**config.mk**
```make
export PLATFORM = sky130hd
export DESIGN_NAME = accel_shake_detector_with_hold_flat
export DESIGN_NICKNAME = d
export VERILOG_FILES = /design/src/hw/rtl/asd_pkg.sv /design/src/hw/rtl/asd_req_if.sv /design/src/hw/rtl/asd_rsp_if.sv /design/src/hw/rtl/asd_ctrl.sv /design/src/hw/rtl/asd_datapath.sv /design/src/hw/rtl/accel_shake_detector_with_hold.sv /design/src/flat_wrapper.sv
export VERILOG_INCLUDE_DIRS = /design/src /design/src/hw/rtl
export SDC_FILE = /design/constraint.sdc
export NUM_CORES = 1
export LEC_CHECK = 0
export ABC_AREA = 1
export BUFFER_PORTS_ARGS = -buffer_cell sky130_fd_sc_hd__buf_2
export CORE_ASPECT_RATIO = 0.9
export CORE_MARGIN = 3
export CORE_UTILIZATION = 50
export DETAILED_ROUTE_END_ITERATION = 8
export HOLD_SLACK_MARGIN = 0.03
export PLACE_DENSITY = 0.67
export SETUP_SLACK_MARGIN = 0.2
export SLEW_MARGIN = 0
export SYNTH_ARGS = -nofsm -noshare
export SYNTH_HDL_FRONTEND = slang
export SYNTH_HIERARCHICAL = 1
export SYNTH_SLANG_ARGS = --single-unit
export TNS_END_PERCENT = 30
```
**constraint.sdc**
```tcl
create_clock -name clock -period 12.4 [get_ports clock]
set_input_delay 2.48 -clock clock [delete_from_list [all_inputs] [get_ports clock]]
set_output_delay 2.48 -clock clock [all_outputs]
set_load 0.05 [all_outputs]
```
**src/hw/rtl/accel_shake_detector_with_hold_assert.svh**
```systemverilog
// Assertion macros shared by the shake detector RTL.
// Included by asd_ctrl.sv and asd_datapath.sv; needs nothing else.
`ifndef ACCEL_SHAKE_DETECTOR_WITH_HOLD_ASSERT_SVH
`define ACCEL_SHAKE_DETECTOR_WITH_HOLD_ASSERT_SVH

// same-cycle implication, disabled in reset
`define ASD_ASSERT_NOW(label, clk, rst, ante, cons) \
   label: assert property (@(posedge clk) disable iff (rst) (ante) |-> (cons)) \
      else $error("asd assertion failed");

// next-cycle implication, disabled in reset
`define ASD_ASSERT_NEXT(label, clk, rst, ante, cons) \
   label: assert property (@(posedge clk) disable iff (rst) (ante) |=> (cons)) \
      else $error("asd assertion failed");

`endif

```
**src/hw/rtl/asd_pkg.sv**
```systemverilog
// Shared widths, register codes and controller/datapath structs.
// No dependencies; used by every other RTL file except the assertion macro header.
`default_nettype none

package asd_pkg;

   localparam int SAMPLE_BITS = 16;
   localparam int TIME_BITS   = 32;
   localparam int CFG_BITS    = 16;
   localparam int NET_OUT_BITS = 16;

   localparam int ROOT_BITS = SAMPLE_BITS + 1;
   localparam int SQ_BITS   = 2 * ROOT_BITS;
   localparam int REM_BITS  = ROOT_BITS + 3;
   localparam int NET_BITS  = (ROOT_BITS > CFG_BITS) ? ROOT_BITS : CFG_BITS;
   localparam int CNT_BITS  = $clog2(ROOT_BITS);
   localparam int NUM_AXES  = 3;
   localparam int SEL_BITS  = $clog2(NUM_AXES);
   localparam int IDX_BITS  = 2;

   localparam logic [IDX_BITS-1:0] REG_GRAVITY   = 2'd0;
   localparam logic [IDX_BITS-1:0] REG_THRESHOLD = 2'd1;
   localparam logic [IDX_BITS-1:0] REG_HOLD      = 2'd2;

   localparam logic [CFG_BITS-1:0] GRAVITY_RESET   = 16'd4096;
   localparam logic [CFG_BITS-1:0] THRESHOLD_RESET = 16'd1253;
   localparam logic [CFG_BITS-1:0] HOLD_RESET      = 16'd1000;

   localparam logic [SEL_BITS-1:0] AXIS_X = 2'd0;
   localparam logic [SEL_BITS-1:0] AXIS_Y = 2'd1;
   localparam logic [SEL_BITS-1:0] AXIS_Z = 2'd2;

   typedef struct packed {
      logic                load;
      logic                square;
      logic [SEL_BITS-1:0] sq_sel;
      logic                root;
      logic                net;
      logic                finish;
   } asd_cmd_type;

   typedef struct packed {
      logic out_busy;
   } asd_status_type;

endpackage

`default_nettype wire

```
**src/hw/rtl/asd_req_if.sv**
```systemverilog
// Request channel: one accelerometer sample with timestamp, valid/ready.
// Depends on asd_pkg.
`default_nettype none

interface asd_req_if;
   logic                                 valid;
   logic                                 ready;
   logic signed [asd_pkg::SAMPLE_BITS-1:0] accel_x;
   logic signed [asd_pkg::SAMPLE_BITS-1:0] accel_y;
   logic signed [asd_pkg::SAMPLE_BITS-1:0] accel_z;
   logic [asd_pkg::TIME_BITS-1:0]        time_ms;

   modport source (output valid, accel_x, accel_y, accel_z, time_ms, input ready);
   modport sink   (input valid, accel_x, accel_y, accel_z, time_ms, output ready);
endinterface

`default_nettype wire

```
**src/hw/rtl/asd_rsp_if.sv**
```systemverilog
// Response channel: shake flags and net acceleration, valid/ready.
// Depends on asd_pkg.
`default_nettype none

interface asd_rsp_if;
   logic                             valid;
   logic                             ready;
   logic                             shaken;
   logic                             shake_now;
   logic [asd_pkg::NET_OUT_BITS-1:0] net_accel;
   logic                             state_changed;

   modport source (output valid, shaken, shake_now, net_accel, state_changed, input ready);
   modport sink   (input valid, shaken, shake_now, net_accel, state_changed, output ready);
endinterface

`default_nettype wire

```
**src/hw/rtl/asd_ctrl.sv**
```systemverilog
// Controller FSM: sequences squares, square-root iterations, net and finish.
// Depends on asd_pkg and the assertion macro header.
`default_nettype none
`include "accel_shake_detector_with_hold_assert.svh"

module asd_ctrl (
   input  logic                    clock,
   input  logic                    reset,
   input  logic                    req_valid,
   output logic                    req_ready,
   input  asd_pkg::asd_status_type status,
   output asd_pkg::asd_cmd_type    cmd
);

   typedef enum logic [4:0] {
      ST_IDLE   = 5'b00001,
      ST_SQUARE = 5'b00010,
      ST_ROOT   = 5'b00100,
      ST_NET    = 5'b01000,
      ST_FINISH = 5'b10000
   } state_type;

   state_type                      state_ff, state_in;
   logic [asd_pkg::CNT_BITS-1:0]   count_ff, count_in;

   always_comb begin
      state_in   = state_ff;
      count_in   = count_ff;
      req_ready  = 1'b0;
      cmd        = '0;
      cmd.sq_sel = count_ff[asd_pkg::SEL_BITS-1:0];
      case (state_ff)
         ST_IDLE: begin
            // no transfer is taken while reset is held
            req_ready = !reset;
            if (req_valid && !reset) begin
               cmd.load = 1'b1;
               count_in = '0;
               state_in = ST_SQUARE;
            end
         end
         ST_SQUARE: begin
            cmd.square = 1'b1;
            if (count_ff == asd_pkg::CNT_BITS'(asd_pkg::NUM_AXES - 1)) begin
               count_in = '0;
               state_in = ST_ROOT;
            end else begin
               count_in = count_ff + 1'b1;
            end
         end
         ST_ROOT: begin
            cmd.root = 1'b1;
            if (count_ff == asd_pkg::CNT_BITS'(asd_pkg::ROOT_BITS - 1)) begin
               count_in = '0;
               state_in = ST_NET;
            end else begin
               count_in = count_ff + 1'b1;
            end
         end
         ST_NET: begin
            cmd.net  = 1'b1;
            state_in = ST_FINISH;
         end
         ST_FINISH: begin
            // wait for the output register to drain
            if (!status.out_busy) begin
               cmd.finish = 1'b1;
               state_in   = ST_IDLE;
            end
         end
         default: begin
            state_in = ST_IDLE;
         end
      endcase
   end

   always_ff @(posedge clock) begin
      if (reset) begin
         state_ff <= ST_IDLE;
         count_ff <= '0;
      end else begin
         state_ff <= state_in;
         count_ff <= count_in;
      end
   end

   `ASD_ASSERT_NEXT(a_load_starts_squares, clock, reset, cmd.load, state_ff == ST_SQUARE)
   `ASD_ASSERT_NOW(a_finish_when_free, clock, reset,
      (state_ff == ST_FINISH) && !status.out_busy, cmd.finish)
   `ASD_ASSERT_NEXT(a_finish_returns_idle, clock, reset, cmd.finish, state_ff == ST_IDLE)

endmodule

`default_nettype wire

```
**src/hw/rtl/asd_datapath.sv**
```systemverilog
// Datapath: config registers, shared square unit, iterative square root,
// net/threshold logic, hold-time state and the output register. Uses asd_pkg.
`default_nettype none
`include "accel_shake_detector_with_hold_assert.svh"

module asd_datapath (
   input  logic                                   clock,
   input  logic                                   reset,
   input  asd_pkg::asd_cmd_type                   cmd,
   output asd_pkg::asd_status_type                status,
   input  logic signed [asd_pkg::SAMPLE_BITS-1:0] req_accel_x,
   input  logic signed [asd_pkg::SAMPLE_BITS-1:0] req_accel_y,
   input  logic signed [asd_pkg::SAMPLE_BITS-1:0] req_accel_z,
   input  logic [asd_pkg::TIME_BITS-1:0]          req_time_ms,
   input  logic                                   csr_wr_en,
   input  logic [asd_pkg::IDX_BITS-1:0]           csr_index,
   input  logic [asd_pkg::CFG_BITS-1:0]           csr_wdata,
   output logic                                   rsp_valid,
   input  logic                                   rsp_ready,
   output logic                                   rsp_shaken,
   output logic                                   rsp_shake_now,
   output logic [asd_pkg::NET_OUT_BITS-1:0]       rsp_net_accel,
   output logic                                   rsp_state_changed
);

   localparam int SB = asd_pkg::SAMPLE_BITS;
   localparam int TB = asd_pkg::TIME_BITS;
   localparam int RB = asd_pkg::ROOT_BITS;
   localparam int QB = asd_pkg::SQ_BITS;
   localparam int MB = asd_pkg::REM_BITS;
   localparam int NB = asd_pkg::NET_BITS;
   localparam int CB = asd_pkg::CFG_BITS;
   localparam int OB = asd_pkg::NET_OUT_BITS;

   // configuration
   logic [CB-1:0] gravity_ff, threshold_ff, hold_ff;

   always_ff @(posedge clock) begin
      if (reset) begin
         gravity_ff   <= asd_pkg::GRAVITY_RESET;
         threshold_ff <= asd_pkg::THRESHOLD_RESET;
         hold_ff      <= asd_pkg::HOLD_RESET;
      end else if (csr_wr_en) begin
         case (csr_index)
            asd_pkg::REG_GRAVITY:   gravity_ff   <= csr_wdata;
            asd_pkg::REG_THRESHOLD: threshold_ff <= csr_wdata;
            asd_pkg::REG_HOLD:      hold_ff      <= csr_wdata;
            default: ;
         endcase
      end
   end

   // sample capture: magnitudes of each axis fit SB unsigned bits
   logic [SB-1:0] abs_x_ff, abs_y_ff, abs_z_ff;
   logic [TB-1:0] now_ff;

   always_ff @(posedge clock) begin
      if (cmd.load) begin
         abs_x_ff <= req_accel_x[SB-1] ? SB'(-req_accel_x) : SB'(req_accel_x);
         abs_y_ff <= req_accel_y[SB-1] ? SB'(-req_accel_y) : SB'(req_accel_y);
         abs_z_ff <= req_accel_z[SB-1] ? SB'(-req_accel_z) : SB'(req_accel_z);
         now_ff   <= req_time_ms;
      end
   end

   // shared multiplier, one axis per cycle
   logic [SB-1:0]   mul_op;
   logic [2*SB-1:0] mul_prod;

   always_comb begin
      case (cmd.sq_sel)
         asd_pkg::AXIS_X: mul_op = abs_x_ff;
         asd_pkg::AXIS_Y: mul_op = abs_y_ff;
         asd_pkg::AXIS_Z: mul_op = abs_z_ff;
         default:         mul_op = abs_z_ff;
      endcase
      mul_prod = mul_op * mul_op;
   end

   // sum of squares, then shifted out two bits per root step
   logic [QB-1:0] acc_ff;
   logic [MB-1:0] rem_ff, rem_sh, trial;
   logic [RB-1:0] root_ff;

   assign rem_sh = {rem_ff[MB-3:0], acc_ff[QB-1 -: 2]};
   assign trial  = MB'({root_ff, 2'b01});

   always_ff @(posedge clock) begin
      if (cmd.load) begin
         acc_ff  <= '0;
         rem_ff  <= '0;
         root_ff <= '0;
      end else if (cmd.square) begin
         acc_ff <= acc_ff + QB'(mul_prod);
      end else if (cmd.root) begin
         acc_ff <= acc_ff << 2;
         if (rem_sh >= trial) begin
            rem_ff  <= rem_sh - trial;
            root_ff <= {root_ff[RB-2:0], 1'b1};
         end else begin
            rem_ff  <= rem_sh;
            root_ff <= {root_ff[RB-2:0], 1'b0};
         end
      end
   end

   // net acceleration, threshold and elapsed time since the old last shake
   logic [NB-1:0] mag_ext, grav_ext, net_w;
   logic [NB-1:0] net_ff;
   logic          hit_ff;
   logic [TB-1:0] elapsed_ff;

   assign mag_ext  = NB'(root_ff);
   assign grav_ext = NB'(gravity_ff);
   assign net_w    = (mag_ext >= grav_ext) ? (mag_ext - grav_ext) : (grav_ext - mag_ext);

   logic [TB-1:0] last_ff;
   logic          prev_shaken_ff;

   always_ff @(posedge clock) begin
      if (cmd.net) begin
         net_ff     <= net_w;
         hit_ff     <= (net_w > NB'(threshold_ff));
         elapsed_ff <= now_ff - last_ff;
      end
   end

   // a hit restarts the hold window: elapsed time is zero
   logic shaken_w;
   assign shaken_w = hit_ff ? (hold_ff != '0) : (elapsed_ff < TB'(hold_ff));

   always_ff @(posedge clock) begin
      if (reset) begin
         last_ff        <= '0;
         prev_shaken_ff <= 1'b0;
      end else if (cmd.finish) begin
         if (hit_ff) begin
            last_ff <= now_ff;
         end
         prev_shaken_ff <= shaken_w;
      end
   end

   // output register
   logic          rsp_valid_ff;
   logic          shaken_ff, shake_now_ff, changed_ff;
   logic [OB-1:0] net_out_ff;

   always_ff @(posedge clock) begin
      if (reset) begin
         rsp_valid_ff <= 1'b0;
      end else if (cmd.finish) begin
         rsp_valid_ff <= 1'b1;
      end else if (rsp_ready) begin
         rsp_valid_ff <= 1'b0;
      end
   end

   always_ff @(posedge clock) begin
      if (cmd.finish) begin
         shaken_ff    <= shaken_w;
         shake_now_ff <= hit_ff;
         changed_ff   <= shaken_w ^ prev_shaken_ff;
         net_out_ff   <= (net_ff > NB'({OB{1'b1}})) ? {OB{1'b1}} : OB'(net_ff);
      end
   end

   assign status.out_busy   = rsp_valid_ff && !rsp_ready;
   assign rsp_valid         = rsp_valid_ff;
   assign rsp_shaken        = shaken_ff;
   assign rsp_shake_now     = shake_now_ff;
   assign rsp_net_accel     = net_out_ff;
   assign rsp_state_changed = changed_ff;

   `ASD_ASSERT_NEXT(a_finish_sets_valid, clock, reset, cmd.finish, rsp_valid_ff)
   `ASD_ASSERT_NEXT(a_hit_records_time, clock, reset,
      cmd.finish && hit_ff, last_ff == $past(now_ff))
   `ASD_ASSERT_NEXT(a_prev_tracks_output, clock, reset,
      cmd.finish, prev_shaken_ff == shaken_ff)

endmodule

`default_nettype wire

```
**src/hw/rtl/accel_shake_detector_with_hold.sv**
```systemverilog
// Accelerometer shake detector with hold time. Each request transfer carries one
// three-axis sample and a millisecond timestamp; one response transfer follows
// with shaken, shake_now, net_accel (|floor sqrt(x^2+y^2+z^2) - gravity|,
// saturated to 16 bits) and state_changed. A sample passes through three squaring
// steps on the shared multiplier, one step per root bit (SAMPLE_BITS + 1) in the
// iterative square root, the net/threshold stage and the finish step; a new
// request is taken only in the idle state that follows the finish step. The
// response valid is registered from the finish step. The result sits in an
// output register, so the next sample is accepted while it waits to be taken;
// the finish step of that next sample stalls for as long as the previous result
// is still waiting. Write configuration only while idle. Depends on asd_pkg,
// asd_req_if, asd_rsp_if, asd_ctrl and asd_datapath.
`default_nettype none

module accel_shake_detector_with_hold (
   input  logic                           clock,
   input  logic                           reset,
   asd_req_if.sink                        req_chan,
   asd_rsp_if.source                      rsp_chan,
   input  logic                           csr_wr_en,
   input  logic [asd_pkg::IDX_BITS-1:0]   csr_index,
   input  logic [asd_pkg::CFG_BITS-1:0]   csr_wdata
);

   asd_pkg::asd_cmd_type    cmd;
   asd_pkg::asd_status_type status;

   asd_ctrl u_ctrl (
      .clock     (clock),
      .reset     (reset),
      .req_valid (req_chan.valid),
      .req_ready (req_chan.ready),
      .status    (status),
      .cmd       (cmd)
   );

   asd_datapath u_datapath (
      .clock             (clock),
      .reset             (reset),
      .cmd               (cmd),
      .status            (status),
      .req_accel_x       (req_chan.accel_x),
      .req_accel_y       (req_chan.accel_y),
      .req_accel_z       (req_chan.accel_z),
      .req_time_ms       (req_chan.time_ms),
      .csr_wr_en         (csr_wr_en),
      .csr_index         (csr_index),
      .csr_wdata         (csr_wdata),
      .rsp_valid         (rsp_chan.valid),
      .rsp_ready         (rsp_chan.ready),
      .rsp_shaken        (rsp_chan.shaken),
      .rsp_shake_now     (rsp_chan.shake_now),
      .rsp_net_accel     (rsp_chan.net_accel),
      .rsp_state_changed (rsp_chan.state_changed)
   );

endmodule

`default_nettype wire
```
**src/flat_wrapper.sv**
```systemverilog
// flat-port wrapper written by rule: the top's interface ports become plain ports
module accel_shake_detector_with_hold_flat 
  (clock, reset, csr_wr_en, csr_index, csr_wdata, req_chan_valid, req_chan_accel_x, req_chan_accel_y, req_chan_accel_z, req_chan_time_ms, req_chan_ready, rsp_chan_valid, rsp_chan_shaken, rsp_chan_shake_now, rsp_chan_net_accel, rsp_chan_state_changed, rsp_chan_ready);
  asd_req_if req_chan_i ();
  asd_rsp_if rsp_chan_i ();
  input  logic clock;
  input  logic reset;
  input  logic csr_wr_en;
  input  logic [asd_pkg::IDX_BITS-1:0] csr_index;
  input  logic [asd_pkg::CFG_BITS-1:0] csr_wdata;
  input wire logic [$bits(req_chan_i.valid)-1:0] req_chan_valid;
  input wire logic [$bits(req_chan_i.accel_x)-1:0] req_chan_accel_x;
  input wire logic [$bits(req_chan_i.accel_y)-1:0] req_chan_accel_y;
  input wire logic [$bits(req_chan_i.accel_z)-1:0] req_chan_accel_z;
  input wire logic [$bits(req_chan_i.time_ms)-1:0] req_chan_time_ms;
  output wire logic [$bits(req_chan_i.ready)-1:0] req_chan_ready;
  output wire logic [$bits(rsp_chan_i.valid)-1:0] rsp_chan_valid;
  output wire logic [$bits(rsp_chan_i.shaken)-1:0] rsp_chan_shaken;
  output wire logic [$bits(rsp_chan_i.shake_now)-1:0] rsp_chan_shake_now;
  output wire logic [$bits(rsp_chan_i.net_accel)-1:0] rsp_chan_net_accel;
  output wire logic [$bits(rsp_chan_i.state_changed)-1:0] rsp_chan_state_changed;
  input wire logic [$bits(rsp_chan_i.ready)-1:0] rsp_chan_ready;
  assign req_chan_i.valid = req_chan_valid;
  assign req_chan_i.accel_x = req_chan_accel_x;
  assign req_chan_i.accel_y = req_chan_accel_y;
  assign req_chan_i.accel_z = req_chan_accel_z;
  assign req_chan_i.time_ms = req_chan_time_ms;
  assign req_chan_ready = req_chan_i.ready;
  assign rsp_chan_valid = rsp_chan_i.valid;
  assign rsp_chan_shaken = rsp_chan_i.shaken;
  assign rsp_chan_shake_now = rsp_chan_i.shake_now;
  assign rsp_chan_net_accel = rsp_chan_i.net_accel;
  assign rsp_chan_state_changed = rsp_chan_i.state_changed;
  assign rsp_chan_i.ready = rsp_chan_ready;
  accel_shake_detector_with_hold u_core (.clock(clock), .reset(reset), .req_chan(req_chan_i), .rsp_chan(rsp_chan_i), .csr_wr_en(csr_wr_en), .csr_index(csr_index), .csr_wdata(csr_wdata));
endmodule
```
== Yosys cells after proc, flatten, opt, wreduce, memory -nomap -nowiden ==
Index checks and enable logic that the tools add are counted.
Storage, ports and cells
  flip-flop bits (word level): 310
  bits in latches: 0
  RAM bits: 0
  ROM bits: 0
  input bits: 103
  output and inout bits: 21
  logic and storage cells: 102
  memories: 0
Cells by class
  add/sub/neg operators: 9
  multiply operators: 1
  divide/modulo/power cells: 0
  order comparisons: 5
  equal/unequal tests: 14
  shift operators: 0
  mux-type cells: 29
  bitwise logic cells: 2
  reduce and logical (&&, ||, !) cells: 17
Operators with widths (count)
  34-bit two-way mux: 2
  16-bit negation: 3
  15-bit two-way mux: 3
  5-bit two-way mux: 7
  34-bit by 32-bit adder with 34-bit output: 1
  32-bit by 16-bit < comparator with 1-bit output: 1
  16-bit by 16-bit multiplier with 32-bit output: 1
  16-bit case mux with 2 select lines: 1
  32-bit subtractor: 1
  5-bit case mux with 5 select lines: 1
  20-bit by 19-bit greater-or-equal comparator with 1-bit output: 1
  18-bit two-way mux: 1
  18-bit subtractor: 1
  17-bit by 16-bit greater-or-equal comparator with 1-bit output: 1
  17-bit by 16-bit greater-than comparator with 1-bit output: 1
  17-bit by 16-bit greater-than comparator with 1-bit output (second input constant): 1
  17-bit two-way mux: 1
  16-bit by 17-bit subtractor with 17-bit output: 1
  17-bit by 16-bit subtractor with 17-bit output: 1
  16-bit nonzero test: 1
  5-bit case mux with 3 select lines: 1
  1-bit two-way mux: 12
  2-bit AND reduction: 6
  5-bit by 2-bit equality test with 1-bit output (second input constant): 2
  16 further kinds: 25

== Longest topological paths before layout ==
  word-level depth: 5
  gate-level depth with buffers: 35
  mapped depth without buffers: 33

== Hierarchy ==
Netlist, hierarchy kept.
Modules (own cells, without submodules)
  asd_datapath: times used 1, cells an instance 3382, area each 26361.5 um^2
  asd_ctrl: times used 1, cells an instance 98, area each 685.7 um^2

== Worst setup path before layout ==
No wires, ideal clock.
  path type: input to register
  from: input reset
  to: register u_core.u_datapath.acc_ff[0]
  library setup time: 132 ps
  arrival time: 9479 ps
  data required time: 12268 ps
  setup slack: 2788 ps
  stages: 6
  path buffers: 4
  cells stage by stage: buf_4 -> nor3b_1 -> clkbuf_1 -> clkbuf_1 -> buf_1 -> a21oi_1
RTL lines
  start, declared: RTL line flat_wrapper.sv:7  | input logic reset;
  end signal, assigned: RTL line asd_datapath.sv:94  | acc_ff <= acc_ff + QB'(mul_prod);
  end signal, assigned: RTL line asd_datapath.sv:96  | acc_ff <= acc_ff << 2;
  end, declared: RTL line asd_datapath.sv:81  | logic [QB-1:0] acc_ff;

== Final worst setup path ==
  from: register u_core/u_ctrl/count_ff[1] (netlist name)
  to: register u_core.u_datapath.acc_ff[27]
Between the ends
  longest elaborated chain between the ends: 5
RTL lines
  start, declared: RTL line asd_ctrl.sv:24  | logic [asd_pkg::CNT_BITS-1:0] count_ff, count_in;
  start signal, assigned: RTL line asd_ctrl.sv:83  | count_ff <= count_in;
  2-bit by 1-bit equality test with 1-bit output / 2-bit zero test (equally long branches): RTL line asd_datapath.sv:71  | case (cmd.sq_sel)
  16-bit case mux with 2 select lines *: RTL line asd_datapath.sv:71
  16-bit by 16-bit multiplier with 32-bit output *: RTL line asd_datapath.sv:77  | mul_prod = mul_op * mul_op;
  34-bit by 32-bit adder with 34-bit output *: RTL line asd_datapath.sv:94
  34-bit two-way mux *: RTL line asd_datapath.sv:93  | end else if (cmd.square) begin
Every way passes the cells marked *; elsewhere a longest branch is shown, timed or not.
A chain may end at the register's enable or synchronous reset.

==> results.txt <==
The number of setup violations in the final report is 0. The maximum frequency from static timing analysis is 139 MHz. The final routed DRC violation total is 0. The number of filler instances in the final layout came out at 5140. The count of TritonRoute iterations in the first routing pass is 6. The die is 227 µm tall. The CTS tree is built. In this run the post-CTS setup repair buffer count came out at 0.

The leftover overflow at the end of global routing came out at 0. Entering global routing, the biggest net connects 131 pins. The worst hold path passes through 2 cells. STA classifies the critical path startpoint as a register. In this run the critical register-to-register path is captured at u_core/u_datapath/acc_ff[27]. For met1 alone, demand over resource in global routing was 37.2%. The number of buffers created by CTS is 37. The critical path arrival came out at 7590 ps. Synthesis produced 3480 cells. In the post-synthesis netlist, the biggest area contributors are sky130_fd_sc_hd__edfxtp_1 (17%), sky130_fd_sc_hd__fa_1 (15%), sky130_fd_sc_hd__dfxtp_1 (12%).

Of all cell types, the one taking the most synthesized area is sky130_fd_sc_hd__edfxtp_1. The worst register-to-register path begins at u_core/u_ctrl/count_ff[1]. Adding up every negative setup slack in the final design gives 0 ps. The cell type with the highest occurrence count on the critical path is sky130_fd_sc_hd__inv_1.

The hold violation total from the final report is 0. The count of pins over their slew limit came to 0. Leaving out fill and tap cells, the most frequent cell in the layout is sky130_fd_sc_hd__inv_1. In the final routed layout, each cell accounts on average for 16.1 µm. Counting flops and latches in the post-synthesis netlist gives 310.

The slew at the pin closest to its max-slew limit came out at 954 ps. The proportion of synthesized flip-flops having asynchronous set or reset came out at 0%. The number of top-level pins came out at 124. The clock sink total is 310. Port buffering added 123 buffers.

The met3 track demand over resource is 5.02%. The area taken by flip-flops and latches came out at 7700 µm². The clock network latency to the later pin of the worst-skew pair came out at 560 ps.

The synthesized cell area came out at 27000 µm². In this run the worst path has a maximum fanout of 15. The top cell type's share of synthesized area is 16.5%.

The initial core utilization came out at 50.8%. Setup repair after global routing left no endpoint under its margin. The routability congestion estimate from global placement is 0.979.

The number of vias per cell is 5.14. The startpoint identified for the worst hold timing path is u_core/u_datapath/last_ff[18]. The detailed-route via count is 22000. The worst-case reg-to-reg path depth is 28. The number of antenna violations at the first check in global routing came out at 2.

The root buffer selected by CTS is sky130_fd_sc_hd__clkbuf_16. The first global-routing pass estimated 112000 µm of wire. In this run, synthesis inferred 149 flip-flops with an integrated enable. When the netlist entered floorplanning its net count stood at 4004. The number of warning messages in the yosys log is 6.

The delay of the slowest cell on the worst path is 550 ps. The total global routing track utilization is 24.6%. The number of antenna cells inserted is 0. The final worst-path cycle share came out at 57.9%. The worst clock skew is 19.7 ps. The count of nets left with antenna violations once routing finished came out at 0. The layer flagged by global routing as most heavily used is met1. The area inside the core boundary came out at 53300 µm².

The worst-case headroom to the max-slew limit came out at 36.2%. The terminating pin of the worst hold path is u_core/u_datapath/last_ff[18]. The required time at the endpoint of the critical path is 12810 ps. The top cell types in the final layout, fill and taps aside, are sky130_fd_sc_hd__inv_1 (745), sky130_fd_sc_hd__nand2_1 (683), sky130_fd_sc_hd__a21oi_1 (253), sky130_fd_sc_hd__nor2_1 (244), sky130_fd_sc_hd__ha_1 (224). By startpoint and endpoint, the worst setup path is classified as reg -> reg. The mean instance size in the synthesized netlist is 7.77 µm². The post-cts repair resize count came out at 0. The worst hold path class is reg -> reg. STA classifies the critical path endpoint as a register. The clock-pin slew on the worst setup and hold paths is 60 ps. The full die area is 56900 µm².

After layout, the minimum clock period comes to 7180 ps. Among all stages on the critical path, the largest delay is contributed by sky130_fd_sc_hd__fa_1. The area added between synthesis and finish came out at 8.50%.

The max-cap violation count came out at 0. The main flop type after synthesis is sky130_fd_sc_hd__dfxtp_1. Counting distinct cell types in the post-synthesis netlist gives 58. The CTS H-tree depth is 2. The met2 layer usage reported by global route is 36.4%. The multi-input combinational cells in the finished layout cover a total of 16000 µm². The final layout contains routed wiring with a total length of 69000 µm. The number of nets in the finished design is 4085. The overall die width came out at 251 µm. The fraction of final layout cells sized beyond drive strength 1 came out at 8.28%. The worst reg-to-reg setup slack is 5220 ps. The flow ran to the end, and the final reports show no timing, DRC or antenna violations. The via count of the first global-routing pass came out at 21200. Row generation in the floorplan step produced 80 rows.

Once detailed placement completed, the half-perimeter wirelength came to 54500 µm. The largest buffer count on any clock path is 3. The number of hold buffers added after cts came out at 0.

The sequential share of the synthesized area came out at 28.5%. The count of routing violations after the opening detailed-route iteration is 1708.
==> registers in the layout, summed over array words and instances, names as in the netlist, 5 cells and up <==
name,count
u_core/u_datapath/gravity_ff,16
u_core/u_datapath/last_ff,32
u_core/u_datapath/rsp_net_accel,16
u_core/u_datapath/now_ff,32
u_core/u_datapath/abs_x_ff,16
u_core/u_datapath/threshold_ff,16
u_core/u_datapath/elapsed_ff,32
u_core/u_datapath/net_ff,17
u_core/u_ctrl/count_ff,5
u_core/u_datapath/rem_ff,18
u_core/u_datapath/mag_ext,17
u_core/u_ctrl/state_ff,5
u_core/u_datapath/acc_ff,34
u_core/u_datapath/abs_y_ff,16
u_core/u_datapath/hold_ff,16
u_core/u_datapath/abs_z_ff,16
==> critical path, delay by kind of cell (launching register included) <==
kind	cells	cell delay, ps
buffers and inverters	9	960
adder cells (fa/ha/maj)	7	3500
AND/OR/NAND/NOR	9	1390
flip-flops	1	500
AO/OA/AOI/OAI	3	700
==> metal layers <==
layer | part of all wire [%] | vias to the layer above
li1 | - | 11100
met1 | 50 | 10200
met2 | 41 | 666
met3 | 7.9 | 79
met4 | 1.5 | 2
met5 | 0.010 | -
==> area by class of cell <==
cell class,count,share of cell area [%]
repair buffers,129,2.29
inverters,780,9.98
well taps,697,2.97
multi-input cells,2303,54.6
clock buffers,47,3.42
clock inverters,20,0.559
flip-flops and latches,310,26.2
==> Yosys cell counts, types with 2 or more instances <==
library cell	number
sky130_fd_sc_hd__nand2_4	2
sky130_fd_sc_hd__o22ai_1	15
sky130_fd_sc_hd__a21oi_1	253
sky130_fd_sc_hd__a21o_1	17
sky130_fd_sc_hd__o21ai_0	159
sky130_fd_sc_hd__nor2_1	245
sky130_fd_sc_hd__clkbuf_1	40
sky130_fd_sc_hd__o21a_2	3
sky130_fd_sc_hd__nor4_1	5
sky130_fd_sc_hd__edfxtp_1	149
sky130_fd_sc_hd__fa_1	197
sky130_fd_sc_hd__a31oi_1	16
sky130_fd_sc_hd__dfxtp_1	161
sky130_fd_sc_hd__o21ai_1	7
sky130_fd_sc_hd__or3_1	2
sky130_fd_sc_hd__nand2_1	685
sky130_fd_sc_hd__or2_2	22
sky130_fd_sc_hd__nand4_1	41
sky130_fd_sc_hd__ha_1	224
sky130_fd_sc_hd__clkinv_1	3
sky130_fd_sc_hd__o21a_1	15
sky130_fd_sc_hd__xnor2_1	31
sky130_fd_sc_hd__nor2_4	9
sky130_fd_sc_hd__buf_4	12
sky130_fd_sc_hd__a21oi_2	3
sky130_fd_sc_hd__nand3b_1	12
sky130_fd_sc_hd__o211ai_1	17
sky130_fd_sc_hd__nor3_1	31
sky130_fd_sc_hd__nor2_2	11
sky130_fd_sc_hd__nand3_2	2
sky130_fd_sc_hd__xor2_1	74
sky130_fd_sc_hd__inv_2	31
sky130_fd_sc_hd__o2111ai_1	2
sky130_fd_sc_hd__o21ai_2	2
sky130_fd_sc_hd__and2_1	2
sky130_fd_sc_hd__buf_1	7
sky130_fd_sc_hd__buf_2	24
sky130_fd_sc_hd__a21boi_0	4
sky130_fd_sc_hd__inv_1	746
sky130_fd_sc_hd__o22a_1	15
sky130_fd_sc_hd__buf_6	3
sky130_fd_sc_hd__nand2_2	13
sky130_fd_sc_hd__o31a_1	2
sky130_fd_sc_hd__nand3_1	136
sky130_fd_sc_hd__o21bai_1	17
==> metrics by stage <==
step | hold WS (ps) | worst slack (ps) | cells | area (µm²) | utilization [%]
finish | 455 | 5220 | 4286 | 29300 | 55.1
global route | 478 | 4780 | 4286 | 29300 | 55.1
CTS | 462 | 5250 | 4286 | 29300 | 55.1
detailed placement | 453 | 5230 | 4219 | 28200 | 52.9
global placement | 445 | 5250 | 4219 | 28200 | 52.9
floorplan | 433 | 2790 | 3480 | 27000 | -
==> cells by family after synthesis <==
family | synth area share (%)
compound gates | 11.5
xor+xnor | 3.40
fa+ha+maj | 24.9
buf+inv | 12.4
flops | 28.5
mux | 0.0416
simple gates | 19.3
==> worst max-delay path by stage <==
| stage | from | endpoint | slack [ps] | depth (start not counted) |
|---|---|---|---|---|
| final | u_core/u_ctrl/count_ff[1] | u_core/u_datapath/acc_ff[27] | 5220 | 28 |
| after CTS | u_core/u_ctrl/count_ff[1] | u_core/u_datapath/acc_ff[27] | 5250 | 28 |
| after global routing | u_core/u_ctrl/count_ff[1] | u_core/u_datapath/acc_ff[27] | 4780 | 28 |
| after detailed placement | u_core/u_ctrl/count_ff[1] | u_core/u_datapath/acc_ff[27] | 5230 | 28 |
| after global placement | u_core/u_ctrl/count_ff[1] | u_core/u_datapath/acc_ff[27] | 5250 | 28 |
| after floorplan | reset | u_core/u_datapath/acc_ff[0] | 2790 | 6 |
Power is left out: the tool's default activity adds up to more than one toggle a clock period on the data nets, which glitch-free logic cannot reach.
